`src/sv/hsl2rgb_pkg.sv`:
```
// shared constants for the hsl to rgb converter
package hsl2rgb_pkg;

  localparam int HUE_W   = 16;
  localparam int CFG_W   = 17;
  localparam int CHAN_W  = 8;
  localparam int IDX_W   = 1;

  localparam int PIPE_DEPTH = 4;

  localparam logic [IDX_W-1:0] REG_SATURATION = 1'b0;
  localparam logic [IDX_W-1:0] REG_LIGHTNESS  = 1'b1;

  localparam logic [CFG_W-1:0] SATURATION_RST = 17'd32768;
  localparam logic [CFG_W-1:0] LIGHTNESS_RST  = 17'd39322;

endpackage

```
`src/sv/hsl_to_rgb_converter_core.sv`:
```
// hsl to rgb converter core: four-stage pipeline from hue beat to rgb beat
//
// Converts one hue per clock into an 8-bit red/green/blue triple, using the
// saturation and lightness held in the two configuration registers. A hue is
// taken whenever start is high and busy is low; busy is high only during
// reset. The result appears on red/green/blue with done high for one cycle,
// once the hue has passed through the four register stages:
// distance terms, chroma multiply, sector-ramp multiply, channel
// form/saturate. Every cycle can carry a new hue, so throughput is one beat
// per clock, and the receiver cannot stall the pipeline. Write saturation and
// lightness only while no beat is in flight.
module hsl_to_rgb_converter_core #(
  parameter int FRACTION_BITS = 16
) (
  input  logic                            clk,
  input  logic                            rst,
  input  logic                            start,
  output logic                            busy,
  input  logic [hsl2rgb_pkg::HUE_W-1:0]   hue,
  output logic                            done,
  output logic [hsl2rgb_pkg::CHAN_W-1:0]  red,
  output logic [hsl2rgb_pkg::CHAN_W-1:0]  green,
  output logic [hsl2rgb_pkg::CHAN_W-1:0]  blue,
  input  logic                            wr_en,
  input  logic [hsl2rgb_pkg::IDX_W-1:0]   wr_index,
  input  logic [hsl2rgb_pkg::CFG_W-1:0]   wr_data
);

  localparam int F  = FRACTION_BITS;
  localparam int W  = F + 1;
  localparam int CW = (W > hsl2rgb_pkg::CFG_W) ? W : hsl2rgb_pkg::CFG_W;
  localparam logic [W-1:0] ONE = {1'b1, {F{1'b0}}};

  function automatic logic [hsl2rgb_pkg::CHAN_W-1:0] chan_of(input logic [F+2:0] v);
    logic [F+2:0] sh;
    sh = v >> (F - 7);
    chan_of = (sh > (F+3)'(255)) ? {hsl2rgb_pkg::CHAN_W{1'b1}} : sh[7:0];
  endfunction

  // configuration registers
  logic [hsl2rgb_pkg::CFG_W-1:0] saturation;
  logic [hsl2rgb_pkg::CFG_W-1:0] lightness;

  always_ff @(posedge clk) begin
    if (rst) begin
      saturation <= hsl2rgb_pkg::SATURATION_RST;
      lightness  <= hsl2rgb_pkg::LIGHTNESS_RST;
    end else if (wr_en) begin
      unique case (wr_index)
        hsl2rgb_pkg::REG_SATURATION: saturation <= wr_data;
        hsl2rgb_pkg::REG_LIGHTNESS:  lightness  <= wr_data;
      endcase
    end
  end

  assign busy = rst;

  logic accept;
  assign accept = start && !busy;

  // stage 1: clamp, distance terms, sector
  logic [W-1:0]   s_cl;
  logic [W-1:0]   l_cl;
  logic [F+1:0]   two_l;
  logic [W-1:0]   l_dist;
  logic [F-1:0]   hue_f;
  logic [F+2:0]   hp;
  logic [W-1:0]   wrapped;
  logic [W-1:0]   tdist;

  always_comb begin
    s_cl  = (CW'(saturation) > CW'(ONE)) ? ONE : W'(saturation);
    l_cl  = (CW'(lightness) > CW'(ONE)) ? ONE : W'(lightness);
    two_l = {l_cl, 1'b0};
    if (two_l >= (F+2)'(ONE)) begin
      l_dist = W'(two_l - (F+2)'(ONE));
    end else begin
      l_dist = W'((F+2)'(ONE) - two_l);
    end
    hue_f   = F'(hue);
    hp      = (F+3)'(hue_f) * (F+3)'(6);
    wrapped = hp[F:0];
    if (wrapped >= ONE) begin
      tdist = wrapped - ONE;
    end else begin
      tdist = ONE - wrapped;
    end
  end

  logic         v1;
  logic [W-1:0] s1;
  logic [W-1:0] omd1;
  logic [W-1:0] omt1;
  logic [2:0]   sector1;
  logic [F+1:0] two_l1;

  always_ff @(posedge clk) begin
    if (rst) begin
      v1 <= 1'b0;
    end else begin
      v1 <= accept;
    end
    s1      <= s_cl;
    omd1    <= ONE - l_dist;
    omt1    <= ONE - tdist;
    sector1 <= hp[F+2:F];
    two_l1  <= two_l;
  end

  // stage 2: chroma
  logic [2*W-1:0] chroma_prod;
  assign chroma_prod = (2*W)'(omd1) * (2*W)'(s1);

  logic         v2;
  logic [W-1:0] chroma2;
  logic [W-1:0] omt2;
  logic [2:0]   sector2;
  logic [F+1:0] two_l2;

  always_ff @(posedge clk) begin
    if (rst) begin
      v2 <= 1'b0;
    end else begin
      v2 <= v1;
    end
    chroma2 <= chroma_prod[F+W-1:F];
    omt2    <= omt1;
    sector2 <= sector1;
    two_l2  <= two_l1;
  end

  // stage 3: ramp value and offset
  logic [2*W-1:0] x_prod;
  assign x_prod = (2*W)'(chroma2) * (2*W)'(omt2);

  logic         v3;
  logic [W-1:0] xval3;
  logic [W-1:0] chroma3;
  logic [F+1:0] m2_3;
  logic [2:0]   sector3;

  always_ff @(posedge clk) begin
    if (rst) begin
      v3 <= 1'b0;
    end else begin
      v3 <= v2;
    end
    xval3   <= x_prod[F+W-1:F];
    chroma3 <= chroma2;
    m2_3    <= two_l2 - (F+2)'(chroma2);
    sector3 <= sector2;
  end

  // stage 4: channel values and sector order
  logic [hsl2rgb_pkg::CHAN_W-1:0] vc;
  logic [hsl2rgb_pkg::CHAN_W-1:0] vx;
  logic [hsl2rgb_pkg::CHAN_W-1:0] vm;
  logic [hsl2rgb_pkg::CHAN_W-1:0] r_next;
  logic [hsl2rgb_pkg::CHAN_W-1:0] g_next;
  logic [hsl2rgb_pkg::CHAN_W-1:0] b_next;

  always_comb begin
    vc = chan_of((F+3)'({chroma3, 1'b0}) + (F+3)'(m2_3));
    vx = chan_of((F+3)'({xval3, 1'b0}) + (F+3)'(m2_3));
    vm = chan_of((F+3)'(m2_3));
    case (sector3)
      3'd0: begin r_next = vc; g_next = vx; b_next = vm; end
      3'd1: begin r_next = vx; g_next = vc; b_next = vm; end
      3'd2: begin r_next = vm; g_next = vc; b_next = vx; end
      3'd3: begin r_next = vm; g_next = vx; b_next = vc; end
      3'd4: begin r_next = vx; g_next = vm; b_next = vc; end
      default: begin r_next = vc; g_next = vm; b_next = vx; end
    endcase
  end

  always_ff @(posedge clk) begin
    if (rst) begin
      done <= 1'b0;
    end else begin
      done <= v3;
    end
    red   <= r_next;
    green <= g_next;
    blue  <= b_next;
  end

endmodule

```
`config.mk`:
```
export PLATFORM = sky130hd
export DESIGN_NAME = hsl_to_rgb_converter_core
export DESIGN_NICKNAME = d
export VERILOG_FILES = /design/src/sv/hsl2rgb_pkg.sv /design/src/sv/hsl_to_rgb_converter_core.sv
export SDC_FILE = /design/constraint.sdc
export NUM_CORES = 2
export LEC_CHECK = 0
export BUFFER_PORTS_ARGS = -buffer_cell sky130_fd_sc_hd__buf_4
export CAP_MARGIN = 40
export CORE_UTILIZATION = 60
export CTS_BUF_LIST = sky130_fd_sc_hd__clkbuf_8
export CTS_CLUSTER_DIAMETER = 80
export DETAILED_ROUTE_END_ITERATION = 12
export GPL_TIMING_DRIVEN = 0
export PLACE_DENSITY_LB_ADDON = 0.3
export SLEW_MARGIN = 10
export SYNTH_ARGS = -nofsm -noshare
export SYNTH_HDL_FRONTEND = slang
export SYNTH_SLANG_ARGS = --single-unit
```
`constraint.sdc`:
```
create_clock -name clk -period 5.8 [get_ports clk]
set_input_delay 1.16 -clock clk [delete_from_list [all_inputs] [get_ports clk]]
set_output_delay 1.16 -clock clk [all_outputs]
set_load 0.1 [all_outputs]
```
==> summary.md <==
| Metric | Value |
|---|---|
| Status | finished with violations |
| Failing checks | negative setup slack |
| Core area | 44410 sq um |
| Final TNS setup | -1.799 ns |
| DRT antenna net count | 0 |
| Met3 WL | 5.365 mm |
| Final setup viols | 13 |
| Router iterations before antenna repair | 5 |
| Clock skew | 0.05234 ns |
| Post-synth EDFFs | 0 |
| Root Buffer | clkbuf_8 |
| Layout cells sized above 1 | 14.54% |
| Synth top area share | 30.59% |
| Clock H-tree levels | 2 |
| Synth-to-layout area growth | 15.25% |
| Clock Sinks | 237 |
| CTS tree | done |
| Flop2flop setup slack | -0.31 ns |
| Netlist cell types | 86 |
| Number of synthesized register bits | 237 |
| Final Critical Period | 6.107 ns |
| Synth Area in Simple Gates | 17.81% |
| Synthesized instance count | 2988 |
| Total GRT Usage | 31.63% |
| WS Path Type | flop to flop |
| Largest area contributor in the netlist | fa_1 |
| Worst EP required | 6.33 ns |
| Sequential fraction of the synthesis area | 17.51% |
| RSZ-0062 raised after global routing | true |
| Ys async rst share | 0% |
| Initial core utilization | 61.00% |
| Vias in the first global route | 22080 |
| Largest cells by area after synthesis | fa_1, dfxtp_1, ha_1 |
| Synth Cell Area | 27090 sq um |
| First-pass GRT wire length | 114.1 mm |
| Final layout net count | 3909 |
| Commonest cells in the synthesized netlist | inv_1, nand2_1, fa_1 |
| Met2 WL post-DR | 35.40 mm |
| Metal1 wirelength | 28.20 mm |
| Top-level I/O count | 64 |
| Worst setup slack after layout | -0.3067 ns |
| Synth Area in Adders | 43.52% |
| Top_reg_cell synth | dfxtp_1 |
| Hold path start | omt1[7] |
| Vias | 21070 |
| # DRC | 0 |
| Total Wirelength | 72.04 mm |
| N_diodes | 0 |
| Worst-case clock buffer depth | 3 |
| Most frequent cell after synthesis | inv_1 |
| Post-DP HPWL | 56.85 mm |
| Highest metal used | met4 |
| Filler instances | 3387 |
| FMAX | 163.8 MHz |
| Hold buffers post-CTS | 0 |
| Crit-path max FO | 10 |
| Period Utilization, post-route | 105.3% |
| R2r startpoint | omd1[6] |
| Total of warnings raised by yosys | 0 |
| Worst r2r path cells | 22 |
| Complex-gate fraction of the synthesized area | 7.819% |
| Crit path DAT | 6.64 ns |
| GPL Wtd Cong | 0.9558 |
| Worst-Margin Slew | 0.7519 ns |
| Grt ovf | 0 |
| Syn Area/Cell | 9.067 sq um |
| Max-Cap Viols | 0 |
| Setup WS pre-CTS | -1.244 ns |
| Syn nets | 3720 |
| Rel. slew slack | 49.21% |
| PortBufs | 62 |
| Post-synthesis mux area share | 0.2817% |
| Largest family of logic cells by synthesized area | adder cells |
| Die X | 214.5 um |
| Initial antenna violation count | 0 |
| Worst Hold Depth | 0 |
| Clock Latency Late Sink | 0.63 ns |
| HP Class | flop to flop |
| Vias per cell | 5.550 |
| Largest net degree at the start of global routing | 12 |
| Max-slew violation count | 0 |
| Starting DRC count in detailed routing | 1255 |
| Row cnt | 77 |
| Worst hold path endpoint | omt2[7] |
| Clock slew at reported path FFs | 0.07 ns |
| Final Hold Fails | 0 |
| Die Area | 46010 sq um |
| R2r endpoint | chroma2[16] |
| CP Capture Type | flop |
| Drt wl/cell | 18.97 um |
| Critical Path Source Type | flop |
| Xor and xnor area share after synthesis | 4.124% |
| Die Height | 214.5 um |
| Total CTS buffers | 41 |
## how the worst max path moves through the flow
| stage | slack, ns | to | cells after the start | from |
|---|---|---|---|---|
| global placement | -1.49 | xval3[16] | 20 | chroma2[14] |
| detailed placement | -1.24 | xval3[16] | 21 | chroma2[13] |
| finish | -0.31 | chroma2[16] | 22 | omd1[6] |
| CTS | -0.45 | chroma2[16] | 20 | omd1[8] |
| floorplan | 0.001 | xval3[16] | 20 | chroma2[14] |
| global route | -0.46 | chroma2[16] | 23 | s1[7] |
## repair_timing
action,4_1_cts,5_1_grt
pin swaps,40,50
gates resized for setup,278,109
gates cloned,0,1
buffers inserted,48,44
setup endpoints to repair,31,23
## kinds of logic after synthesis
group / Yosys count
XOR/XNOR: 125
AO/OA/AOI/OAI: 321
adder cells (fa/ha/maj): 694
flip-flops: 237
AND/OR/NAND/NOR: 965
multiplexers: 7
buffers and inverters: 639
## sequential cells by signal, summed over array words and instances (netlist names)
register and count:
blue 8, chroma2 17, chroma3 16, done 1, green 8, lightness 17, m2_3 18, omd1 15
omt1 16, omt2 16, red 8, s1 17, saturation 17, sector1 3, sector2 3, sector3 3
two_l1 17, two_l2 17, v1 1, v2 1, v3 1, xval3 17
## cell usage in the layout (no fill, tap or decap), types with 40 or more instances in the layout
master	instances
inv_1	526
nand2_1	415
fa_1	394
ha_1	273
and2_1	261
dfxtp_1	180
buf_4	141
a21oi_1	84
xnor2_1	80
nor2_1	75
clkbuf_8	62
o21ai_0	62
dfxtp_4	46
xor2_1	40
nor2b_1	40
## layout make-up
| type | count | area [sq um] | share of cell area (%) |
|---|---|---|---|
| clock buffers | 47 | 646.9 | 2.072 |
| multi-input cells | 2112 | 20340 | 65.14 |
| clock inverters | 24 | 257.7 | 0.8256 |
| inverters | 535 | 2008 | 6.432 |
| plain buffers | 100 | 1084 | 3.471 |
| repair buffers | 150 | 1216 | 3.895 |
| well taps | 592 | 740.7 | 2.372 |
| flip-flops and latches | 237 | 4931 | 15.79 |
## routing by layer
metal  vias up  track usage, %
met5         -               0
met4         0           13.67
met3       197           4.681
met2       809           55.17
met1     10390           38.94
li1       9680               -
## metrics by stage
step / std cells / utilization, % / area (sq um) / hold WS (ns)
finish: 3797 / 70.30 / 31220 / 0.3139
detailed placement: 3643 / 63.98 / 28410 / 0.3121
global placement: 3642 / 63.97 / 28410 / 0.3122
floorplan: 2988 / - / 27200 / 0.3096
CTS: 3758 / 69.00 / 30650 / 0.3163
global route: 3797 / 70.30 / 31220 / 0.3199
## critical path: stages (launching register included)
cell and delay, ns:
dfxtp_4 0.37, clkbuf_16 0.17, and2_1 0.16, fa_2 0.53
inv_1 0.06, fa_2 0.45, fa_2 0.52, inv_1 0.04
ha_1 0.28, fa_1 0.53, fa_1 0.44, ha_1 0.32
o21ai_2 0.13, a21oi_2 0.07, a22o_1 0.26, a311oi_4 0.31
a211oi_2 0.16, o211ai_1 0.18, buf_4 0.16, a31oi_4 0.10
a21bo_2 0.25, or4_1 0.46, nand3_1 0.10
Power is not shown: default switching activity piles up to over one toggle a cycle in this logic, so the estimate is an artifact.
